$ cat config.mk
export PLATFORM = sky130hd
export DESIGN_NAME = ntr_div_cell
export DESIGN_NICKNAME = d
export VERILOG_FILES = /design/src/rtl/ntr_pkg.sv /design/src/rtl/ntr_div_cell.sv
export SDC_FILE = /design/constraint.sdc
export NUM_CORES = 1
export LEC_CHECK = 0
export CAP_MARGIN = 20
export CORE_AREA = 5 5 291 293
export DETAILED_ROUTE_END_ITERATION = 7
export DIE_AREA = 0 0 296 298
export DONT_BUFFER_PORTS = 1
export PLACE_DENSITY = 0.46
export SKIP_CTS_REPAIR_TIMING = 1
export SLEW_MARGIN = 20
export SYNTH_ARGS = -nofsm -noshare
export SYNTH_HDL_FRONTEND = slang
export SYNTH_SLANG_ARGS = --single-unit
export TNS_END_PERCENT = 50
$ cat constraint.sdc
create_clock -name clk -period 22.2 [get_ports clk]
set_input_delay 2.22 -clock clk [delete_from_list [all_inputs] [get_ports clk]]
set_output_delay 2.22 -clock clk [all_outputs]
set_load 0.02 [all_outputs]
$ cat src/rtl/ntr_pkg.sv
// Package: shared types, widths and compact-target helpers for the retarget block.
package ntr_pkg;

  // Remainder width: the divisor (I+1)*S stays below 2^21 over all parameter ranges.
  localparam int REM_W = 21;

  typedef struct packed {
    logic        fixed;     // result already known, skip the arithmetic
    logic [31:0] alt;       // fixed result, or encoded limit for a retarget
    logic [31:0] lim_bits;  // compact limit used for the range check
    logic        dsel;      // 1: v2 spacing divisor, 0: v1 spacing divisor
  } side_t;

  typedef struct packed {
    logic [255:0] acc;
    logic [255:0] t;
    logic [63:0]  m;
    side_t        side;
  } mul_t;

  typedef struct packed {
    logic [255:0]     word;   // dividend bytes, replaced by quotient bytes as they form
    logic [REM_W-1:0] rem;
    logic             found;  // a nonzero quotient byte has been seen
    logic [1:0]       n;      // bytes captured in the window
    logic [5:0]       sz;     // compact size of the quotient
    logic [23:0]      win;    // leading three quotient bytes
    side_t            side;
  } div_t;

  // Expand a compact target to 256 bits; the sign bit is ignored.
  function automatic logic [255:0] decode(logic [31:0] c);
    logic [7:0]   e;
    logic [255:0] v;
    logic [10:0]  sh;
    e  = c[31:24];
    v  = {233'b0, c[22:0]};
    sh = 11'd0;
    if (e <= 8'd3) begin
      sh = {3'b0, 8'd3 - e} << 3;
      v  = v >> sh;
    end else begin
      sh = {3'b0, e - 8'd3} << 3;
      v  = v << sh;
    end
    return v;
  endfunction

  // Canonical compact form of a compact value: encode(decode(c)) on narrow logic.
  function automatic logic [31:0] enc_dec(logic [31:0] c);
    logic [7:0]  e;
    logic [7:0]  b0, b1, b2;
    logic [22:0] v;
    logic [7:0]  sz;
    logic [23:0] cc;
    e  = c[31:24];
    b0 = c[7:0];
    b1 = c[15:8];
    b2 = {1'b0, c[22:16]};
    v  = 23'd0;
    sz = 8'd0;
    cc = 24'd0;
    if (e <= 8'd3) begin
      v = c[22:0] >> ({2'b0, 3'd3 - e[2:0]} << 3);
      if (v[22:16] != 7'd0) begin
        sz = 8'd3;
        cc = {1'b0, v};
      end else if (v[15:8] != 8'd0) begin
        sz = 8'd2;
        cc = {v[15:0], 8'd0};
      end else if (v[7:0] != 8'd0) begin
        sz = 8'd1;
        cc = {v[7:0], 16'd0};
      end
    end else begin
      if (b2 != 8'd0 && e <= 8'd32) begin
        sz = e;
        cc = {b2, b1, b0};
      end else if (b1 != 8'd0 && e <= 8'd33) begin
        sz = e - 8'd1;
        cc = {b1, b0, 8'd0};
      end else if (b0 != 8'd0 && e <= 8'd34) begin
        sz = e - 8'd2;
        cc = {b0, 16'd0};
      end
    end
    if (cc[23]) begin
      cc = cc >> 8;
      sz = sz + 8'd1;
    end
    return {sz, cc};
  endfunction

endpackage

$ cat src/rtl/ntr_div_cell.sv
// Divide cell: eight restoring steps on one dividend byte, plus leading-byte capture.
module ntr_div_cell #(
  parameter int BI = 31,
  parameter int D0 = 1,
  parameter int D1 = 1
) (
  input  logic          clk,
  input  logic          en,
  input  ntr_pkg::div_t din,
  output ntr_pkg::div_t dout
);

  localparam int RW = ntr_pkg::REM_W;

  ntr_pkg::div_t nxt;
  logic [RW:0]   dv;
  logic [RW:0]   x;
  logic [RW-1:0] r;
  logic [7:0]    q;

  always_comb begin
    nxt = din;
    dv  = din.side.dsel ? (RW+1)'(D1) : (RW+1)'(D0);
    r   = din.rem;
    q   = 8'd0;
    x   = '0;
    for (int b = 7; b >= 0; b--) begin
      x = {r, din.word[8*BI + b]};
      if (x >= dv) begin
        x    = x - dv;
        q[b] = 1'b1;
      end
      r = x[RW-1:0];
    end
    nxt.rem = r;
    nxt.word[8*BI +: 8] = q;
    if (!din.found) begin
      if (q != 8'd0) begin
        nxt.found = 1'b1;
        nxt.sz    = 6'(BI + 1);
        nxt.win   = {q, 16'd0};
        nxt.n     = 2'd1;
      end
    end else begin
      case (din.n)
        2'd1: begin
          nxt.win[15:8] = q;
          nxt.n         = 2'd2;
        end
        2'd2: begin
          nxt.win[7:0] = q;
          nxt.n        = 2'd3;
        end
        default: ;
      endcase
    end
  end

  always_ff @(posedge clk) begin
    if (en) begin
      dout <= nxt;
    end
  end

endmodule

==> impl_metrics.yaml <==
clocking:
  cts_sinks: 376
  cts_tree: "built"
  cts_buffer_depth: 3
  cts_made_buffers: 46
  clockRootBuffer: "clkbuf_16"
  h-tree-depth: 2
  clkTransAtPathRegs_ps: 60
worst_setup_path:
  critPathSlowestCell: "and4_1"
  cp-start-kind: "input pin"
  cp.arrival_ps: 20280
  cp_top_family: "simple AND/OR/NAND/NOR gates"
  endpoint_kind: "flip-flop"
  crit_type: "input pin to flip-flop"
  cp.buffers_inverters: 6
  cp_max_fo: 19
  cp_data_required_time_ps: 22500
  max_stage_delay_ps: 820
  cpMostUsedCell: "ha_1"
yosys:
  synthTopCellsByArea: "edfxtp_1 60%, xnor2_1 3.3%, a21oi_1 2.1%, nor2_1 1.8%, nand2_1 1.8%"
  synth_nets: 1910
  synth.largest_area_cell: "edfxtp_1"
  syn_inst: 1513
  synthArstFlopShare_pct: 0
  synth_cell_types: 105
  syn_area_per_cell_um2: 12.41
  synth-edff-count: 376
  yosysTopAreaCellShare_pct: 60.14
  synth_ff_type: "edfxtp_1"
  ys_ff_latch: 376
  syn_area_um2: 18770
  yosys_warnings: 0
  yosysSeqAreaShare_pct: 60.14
route:
  ant_nets: 0
  first_iter_violations: 1542
  vias_per_cell: 5.372
  dr.pass1.iters: 7
  vias: 14250
  route.detailed.drc: 0
  drt-total-wl_mm: 99.71
  wl_per_cell_um: 37.60
final_layout:
  fin_util_pct: 26.45
  layout-drive-gt1-share_pct: 9.284
  largestRegisters: "dout (376)"
  regMostFlops: "dout"
  syn_to_final_growth_pct: 14.94
  largest_register_ffs: 376
  nNetsFinal: 1910
floorplanning:
  num_rows: 105
  die_width_um: 296
  boundaryPins: 754
  dieArea_um2: 88210
  core_area_um2: 81580
  initial_utilization_pct: 23.01
  fp.dieH_um: 298
min_path:
  worstHoldPathCells: 0
  worstHoldEndpoint: "dout[31]$_DFFE_PP_"
  min_path_type: "input pin to flip-flop"
  hp-start: "din[31]"
global_route:
  grt_max_degree: 377
  grt_pass1_vias: 13180
  grt_overflow: 0
  grt_first_pass_wirelength_mm: 127.8
  grt_use_total_pct: 21.10
  antenna_found_initial: 77
timing:
  max_freq_mhz: 50.06
  fin_crit_ps: 19980
  slew-limit-headroom_pct: -25.45
  max_slew.worst_pin.slew_ps: 1882
  hold_slack_ps: 1703
  post-route-period-util_pct: 89.98
  finalMaxSlewViolations: 138
  setup_violations: 0
  hold_violations: 0
  rsz0062_at_grt: "no"
  setup_tns_ps: 0
power_and_ir_drop:
  power.total_uw: 1943
  peakVddDrop_v: 0.00006531
  powerDensity_nw_per_um2: 90.03
  power.leakage_uw: 0.006883
status:
  violations: "slew limit"
  status: "finished with violations"
placed_design:
  gp_congestion: 0.9892
  io_buffers: 0
  hpwl_mm: 80.80
flow_run:
  cap_violations: 0
logic make-up (layout without fill, tap and decap cells):
group / after synthesis / in the layout / share of synthesized area (%)
flops: 376 / 376 / 60.14
buf+inv: 94 / 132 / 2.419
fa+ha+maj: 19 / 19 / 1.266
xor+xnor: 102 / 102 / 4.832
other cells: 0 / 31 / 0
compound gates: 381 / 381 / 14.48
simple gates: 522 / 522 / 15.72
mux: 19 / 19 / 1.133
cells in the mapped netlist, types with 13 or more instances:
master	instances
a22o_1	14
o21ai_0	52
xor2_1	31
nor3_1	53
edfxtp_1	376
nor2_1	92
nand3_1	60
a21o_1	16
and3_1	23
buf_2	17
and2_1	13
nand4_1	24
o31ai_1	23
a31oi_1	35
or4_1	16
clkbuf_1	23
ha_1	19
xnor2_1	70
nand2_1	89
a21oi_1	79
nor4_1	25
or3_1	21
inv_1	32
how the worst max path moves through the flow:
stage / start / endpoint / slack, ps / cells after the start
after global routing: din[99] / dout[96]$_DFFE_PP_ / 880 / 58
after detailed placement: din[99] / dout[96]$_DFFE_PP_ / 1890 / 58
after CTS: din[99] / dout[96]$_DFFE_PP_ / 2480 / 58
final: din[99] / dout[96]$_DFFE_PP_ / 2220 / 58
after floorplan: din[375] / dout[96]$_DFFE_PP_ / 5500 / 69
after global placement: din[99] / dout[96]$_DFFE_PP_ / 2790 / 58
cells in the final DEF, fill, tap and decap left out, types with 13 or more instances in the layout:
cell	instances
edfxtp_1	376
nor2_1	92
nand2_1	89
a21oi_1	78
xnor2_1	70
nand3_1	60
nor3_1	53
o21ai_0	52
clkbuf_16	46
a31oi_1	35
inv_1	32
diode_2	31
xor2_1	31
nor4_1	25
nand4_1	24
and3_1	23
o31ai_1	23
or3_1	21
ha_1	19
or4_1	16
a21o_1	16
a22o_1	14
and2_1	13
report_power, final:
part | internal, µW | switching (µW) | total [µW]
clock | 481 | 330 | 811
combinational | 48.8 | 95.6 | 144
sequential | 854 | 133 | 988
total | 1380 | 558 | 1940
cell type report:
class | instances | area (µm²)
Tap cell | 1070 | 1339
Antenna cell | 31 | 77.57
Fill cell | 8381 | 60010
Clock inverter | 35 | 451.7
Sequential cell | 376 | 11290
Timing Repair Buffer | 10 | 75.07
Inverter | 36 | 140.1
Multi-Input combinational cell | 1043 | 7033
Clock buffer | 51 | 1170
metrics by stage:
step | cells | cell area [µm²] | worst slack, ps
finish | 2652 | 21580 | 2225
global route | 2628 | 21520 | 884.1
CTS | 2621 | 21500 | 2483
detailed placement | 2535 | 19880 | 1891
global placement | 2535 | 19880 | 2789
floorplan | 1513 | 18770 | 5502
layer usage:
layer | wire (µm) | up-vias | global-route usage (%)
li1 | - | 6032 | -
met1 | 37860 | 7145 | 25.67
met2 | 45510 | 877 | 33.59
met3 | 13390 | 148 | 10.77
met4 | 2656 | 44 | 4.734
met5 | 298 | - | 0
(Power assumes the default switching activity.)
