$ cat src/rtl/ntr_pkg.sv
// Package: shared types, widths and compact-target helpers for the retarget block.
package ntr_pkg;

  // Remainder width: the divisor (I+1)*S stays below 2^21 over all parameter ranges.
  localparam int REM_W = 21;

  typedef struct packed {
    logic        fixed;     // result already known, skip the arithmetic
    logic [31:0] alt;       // fixed result, or encoded limit for a retarget
    logic [31:0] lim_bits;  // compact limit used for the range check
    logic        dsel;      // 1: v2 spacing divisor, 0: v1 spacing divisor
  } side_t;

  typedef struct packed {
    logic [255:0] acc;
    logic [255:0] t;
    logic [63:0]  m;
    side_t        side;
  } mul_t;

  typedef struct packed {
    logic [255:0]     word;   // dividend bytes, replaced by quotient bytes as they form
    logic [REM_W-1:0] rem;
    logic             found;  // a nonzero quotient byte has been seen
    logic [1:0]       n;      // bytes captured in the window
    logic [5:0]       sz;     // compact size of the quotient
    logic [23:0]      win;    // leading three quotient bytes
    side_t            side;
  } div_t;

  // Expand a compact target to 256 bits; the sign bit is ignored.
  function automatic logic [255:0] decode(logic [31:0] c);
    logic [7:0]   e;
    logic [255:0] v;
    logic [10:0]  sh;
    e  = c[31:24];
    v  = {233'b0, c[22:0]};
    sh = 11'd0;
    if (e <= 8'd3) begin
      sh = {3'b0, 8'd3 - e} << 3;
      v  = v >> sh;
    end else begin
      sh = {3'b0, e - 8'd3} << 3;
      v  = v << sh;
    end
    return v;
  endfunction

  // Canonical compact form of a compact value: encode(decode(c)) on narrow logic.
  function automatic logic [31:0] enc_dec(logic [31:0] c);
    logic [7:0]  e;
    logic [7:0]  b0, b1, b2;
    logic [22:0] v;
    logic [7:0]  sz;
    logic [23:0] cc;
    e  = c[31:24];
    b0 = c[7:0];
    b1 = c[15:8];
    b2 = {1'b0, c[22:16]};
    v  = 23'd0;
    sz = 8'd0;
    cc = 24'd0;
    if (e <= 8'd3) begin
      v = c[22:0] >> ({2'b0, 3'd3 - e[2:0]} << 3);
      if (v[22:16] != 7'd0) begin
        sz = 8'd3;
        cc = {1'b0, v};
      end else if (v[15:8] != 8'd0) begin
        sz = 8'd2;
        cc = {v[15:0], 8'd0};
      end else if (v[7:0] != 8'd0) begin
        sz = 8'd1;
        cc = {v[7:0], 16'd0};
      end
    end else begin
      if (b2 != 8'd0 && e <= 8'd32) begin
        sz = e;
        cc = {b2, b1, b0};
      end else if (b1 != 8'd0 && e <= 8'd33) begin
        sz = e - 8'd1;
        cc = {b1, b0, 8'd0};
      end else if (b0 != 8'd0 && e <= 8'd34) begin
        sz = e - 8'd2;
        cc = {b0, 16'd0};
      end
    end
    if (cc[23]) begin
      cc = cc >> 8;
      sz = sz + 8'd1;
    end
    return {sz, cc};
  endfunction

endpackage

$ cat src/rtl/ntr_mul_cell.sv
// Multiply cell: one 32x32 partial product of target limb and multiplier half.
module ntr_mul_cell #(
  parameter int LI = 0,
  parameter int MJ = 0
) (
  input  logic          clk,
  input  logic [1:0]    en,
  input  ntr_pkg::mul_t din,
  output ntr_pkg::mul_t dout
);

  localparam int SH = 32 * (LI + MJ);

  ntr_pkg::mul_t mid;
  ntr_pkg::mul_t nxt;
  logic [63:0]   prod;

  // Fold the partial product into the running sum, modulo 2^256.
  always_comb begin
    nxt     = mid;
    nxt.acc = mid.acc + ({192'b0, prod} << SH);
  end

  always_ff @(posedge clk) begin
    if (en[0]) begin
      mid  <= din;
      prod <= 64'(din.t[32*LI +: 32]) * 64'(din.m[32*MJ +: 32]);
    end
    if (en[1]) begin
      dout <= nxt;
    end
  end

endmodule

$ cat config.mk
export PLATFORM = sky130hd
export DESIGN_NAME = ntr_mul_cell
export DESIGN_NICKNAME = d
export VERILOG_FILES = /design/src/rtl/ntr_pkg.sv /design/src/rtl/ntr_mul_cell.sv
export SDC_FILE = /design/constraint.sdc
export NUM_CORES = 2
export LEC_CHECK = 0
export ABC_AREA = 1
export BUFFER_PORTS_ARGS = -buffer_cell sky130_fd_sc_hd__buf_2
export CAP_MARGIN = 0
export CORE_ASPECT_RATIO = 1.2
export CORE_MARGIN = 2
export CORE_UTILIZATION = 30
export CTS_CLUSTER_DIAMETER = 100
export DETAILED_ROUTE_END_ITERATION = 10
export GPL_TIMING_DRIVEN = 0
export PLACE_DENSITY = 0.58
export SYNTH_ARGS = -nofsm -noshare
export SYNTH_HDL_FRONTEND = slang
export SYNTH_SLANG_ARGS = --single-unit
export TNS_END_PERCENT = 5
$ cat constraint.sdc
create_clock -name clk -period 12.3 [get_ports clk]
set_input_delay 1.23 -clock clk [delete_from_list [all_inputs] [get_ports clk]]
set_output_delay 1.23 -clock clk [all_outputs]
set_load 0.05 [all_outputs]
==> impl_metrics.csv <==
group,metric,value,unit
logic_synthesis,ys_warn_count,0,
cts,post-cts-setup-buffers,0,
timing,period_share,75.9,%
logic_synthesis,syn_area,91700,um^2
floorplanning,die_w,509,um
logic_synthesis,synth.distinct_cells,45,
route,vias,74739,
logic_synthesis,synth-main-ff-cell,"edfxtp_1",
cts,cts.clk_slew.worst_paths,0.06,ns
critical_path,crit_slowest_cell,"clkbuf_1",
route,drtIter0Drc,7798,
place,hpwl,446000,um
timing,relSlewSlack,-1.39,%
cts,cts_max_path_buffers,4,
cts,cts_buffers,158,
critical_path,slowest_delay,0.97,ns
cells_and_area,fin_nets,12842,
cts,postCtsHoldBufs,0,
cts,cts_resized,0,
timing,rsz0062_at_grt,"false",
cts,clock_latency,0.87,ns
logic_synthesis,synth_edf_count,1348,
hold_path,worstHoldStart,"mid[330]",
cells_and_area,multi_input_area,42200,um^2
logic_synthesis,synth_top_area_share,44.1,%
timing,setup_viol,0,
cells_and_area,nFillCells,31706,
route,drc_errors,4,
critical_path,critPathKind,"in2reg",
critical_path,rrSetupSlack,7.77,ns
logic_synthesis,synth_top_area_cell,"edfxtp_1",
grt,grt_pass1_vias,73828,
job,maxCapViolCount,2,
timing,fin_skew,0.0882,ns
timing,max_freq,107,MHz
route,first_pass_iters,9,
grt,grt_overflow,0,
critical_path,timing.rr.end,"dout[590]",
logic_synthesis,yosysSeqAreaShare,44.1,%
place,gp_congestion,1.03,
cells_and_area,syn2layout_area_growth,18.5,%
cells_and_area,drive_gt1_share,15.5,%
logic_synthesis,synthCells,9511,
critical_path,startpoint_type,"primary input",
route,antenna_left,0,
place,pre_cts_ws,2.32,ns
grt,antenna_found_initial,139,
timing,min_period,9.34,ns
critical_path,cp.arrival,9.87,ns
floorplanning,core,304000,um^2
critical_path,path_common_cell,"fa_1",
timing,hold_viol_final,0,
hold_path,min_to,"dout[330]",
critical_path,path_max_fanout,10,
timing,setup_ws,2.96,ns
timing,worstMarginPinSlew,1.52,ns
cells_and_area,seqCellArea,40500,um^2
route,wirelength,525000,um
cts,tritoncts,"done",
critical_path,rr_startpoint,"mid[519]",
hold_path,hold_path_class,"reg2reg",
logic_synthesis,ys_seq_elements,1348,
status,violations,"DRC, capacitance limit, slew limit",
critical_path,worstPathRequired,12.84,ns
place,numPortBuffers,1286,
grt,grt_usage,33.1,%
critical_path,rr_worst_depth,10,
hold_path,hold_depth,0,
floorplanning,dieArea,310000,um^2
floorplanning,io_pins,1287,
floorplanning,initial_utilization,30.1,%
timing,worst_hold_slack,0.361,ns
logic_synthesis,syn_area_per_cell,9.64,um^2
logic_synthesis,ys_async_sr_fraction,0,%
status,status,"finished, violations left",
place,placed_cells,14845,
route,via_per_inst,4.92,
critical_path,worst_setup_path_end_kind,"register",
timing,slew_viol_final,16,
logic_synthesis,yosys-top-cells-area,"edfxtp_1 (44%), fa_1 (20%), nand2_1 (11%)",
grt,grt_max_degree,123,
logic_synthesis,synth_nets,11380,
route,wl_per_cell,34.6,um
floorplanning,chipHeight,610,um
floorplanning,placementRows,222,
grt,grt_pass1_wl,672000,um
cts,cts_sinks,1348,
cells_and_area,instances_no_fill,15184,
cts,h-tree-depth,4,
cts,cts_root_buf,"clkbuf_16",
-- worst max-delay path, delay by kind of cell --
family / cells / cell delay [ns]
fa+ha+maj: 9 / 4.51
buf+inv: 9 / 1.84
simple gates: 7 / 1.42
compound gates: 1 / 0.84
-- synth_stat cells (all sizes together), types with 4 or more instances --
cell	instances
edfxtp	1348
and3b	7
o21bai	17
xnor2	9
xor2	150
nand3	264
o21ai	80
nand2	2748
a21oi	153
fa	897
a21boi	5
a31oi	7
o21a	7
and3	16
or2	4
nor4	25
and2	5
a21o	9
clkbuf	192
nor2	679
nor3	86
nand3b	45
ha	327
inv	2221
nand4	204
-- metal layers --
metal / wire (um) / GRT usage, % / up-vias
li1: - / - / 32290
met5: 400 / 0 / -
met2: 252000 / 56.0 / 3790
met3: 38900 / 6.82 / 1133
met4: 56400 / 28.6 / 58
met1: 178000 / 34.9 / 37468
-- through the flow --
stage,area [um^2],utilization [%],setup TNS [ns]
6_report,109000,35.7,0
4_1_cts,109000,35.6,0
3_3_place_gp,103000,33.9,-3135.17
5_1_grt,109000,35.7,0
2_1_floorplan,91700,-,0
3_5_place_dp,104000,34.0,0
-- cells by family after synthesis --
group,synth area share (%)
and+or+nand+nor,18.7
adders and majority gates,24.0
AOI/OAI and AO/OA,1.66
buffers and inverters,9.88
xor gates and xnor gates,1.52
DFF,44.1
-- state kept, by name (all words and copies together) (netlist names) --
register / flops
dout: 642
mid: 642
prod: 64
-- layout by cell type, fill, tap and decap left out, types with 10 or more instances in the layout --
cell type / synthesis / layout
nor4_1: 23 / 21
nand4_1: 204 / 204
nand3_1: 242 / 242
and3_1: 16 / 16
buf_16: 0 / 14
nand3_2: 22 / 22
nand3b_1: 45 / 45
o21ai_0: 72 / 72
nand2_2: 53 / 53
bufinv_16: 0 / 13
o21bai_1: 17 / 17
nor2_1: 620 / 620
edfxtp_1: 1348 / 1348
fa_1: 897 / 897
inv_6: 0 / 14
diode_2: 0 / 69
nor2_2: 48 / 48
ha_1: 327 / 327
nor3_1: 73 / 72
nor3_2: 13 / 14
inv_1: 2187 / 2187
xor2_1: 150 / 150
clkbuf_1: 192 / 222
clkinv_2: 0 / 19
clkbuf_16: 0 / 158
inv_2: 34 / 34
nor2_4: 10 / 10
buf_2: 0 / 1284
clkinv_1: 1 / 22
nand2_1: 2693 / 2693
a21oi_1: 150 / 150
-- final cells by class --
| cell class | count | area share (%) |
|---|---|---|
| diodes | 69 | 0.159 |
| plain buffers | 192 | 0.663 |
| clock buffers | 188 | 3.74 |
| clock inverters | 82 | 0.760 |
| inverters | 2222 | 7.67 |
| multi-input cells | 5749 | 38.8 |
| flip-flops and latches | 1348 | 37.2 |
| well taps | 4032 | 4.64 |
| repair buffers | 1302 | 6.31 |
-- worst max-delay path by stage --
stage | startpoint | cells after the start | slack (ns) | endpoint
floorplan | din[88] | 28 | 4.82 | prod[60]
finish | din[146] | 26 | 2.96 | prod[54]
global placement | en[0] | 1 | -2.98 | mid[255]
detailed placement | din[146] | 26 | 2.32 | prod[54]
CTS | din[146] | 26 | 3.14 | prod[54]
global route | din[141] | 26 | 2.94 | prod[54]
Power is not shown: default switching activity piles up to over one toggle a cycle in this logic, so the estimate is an artifact.
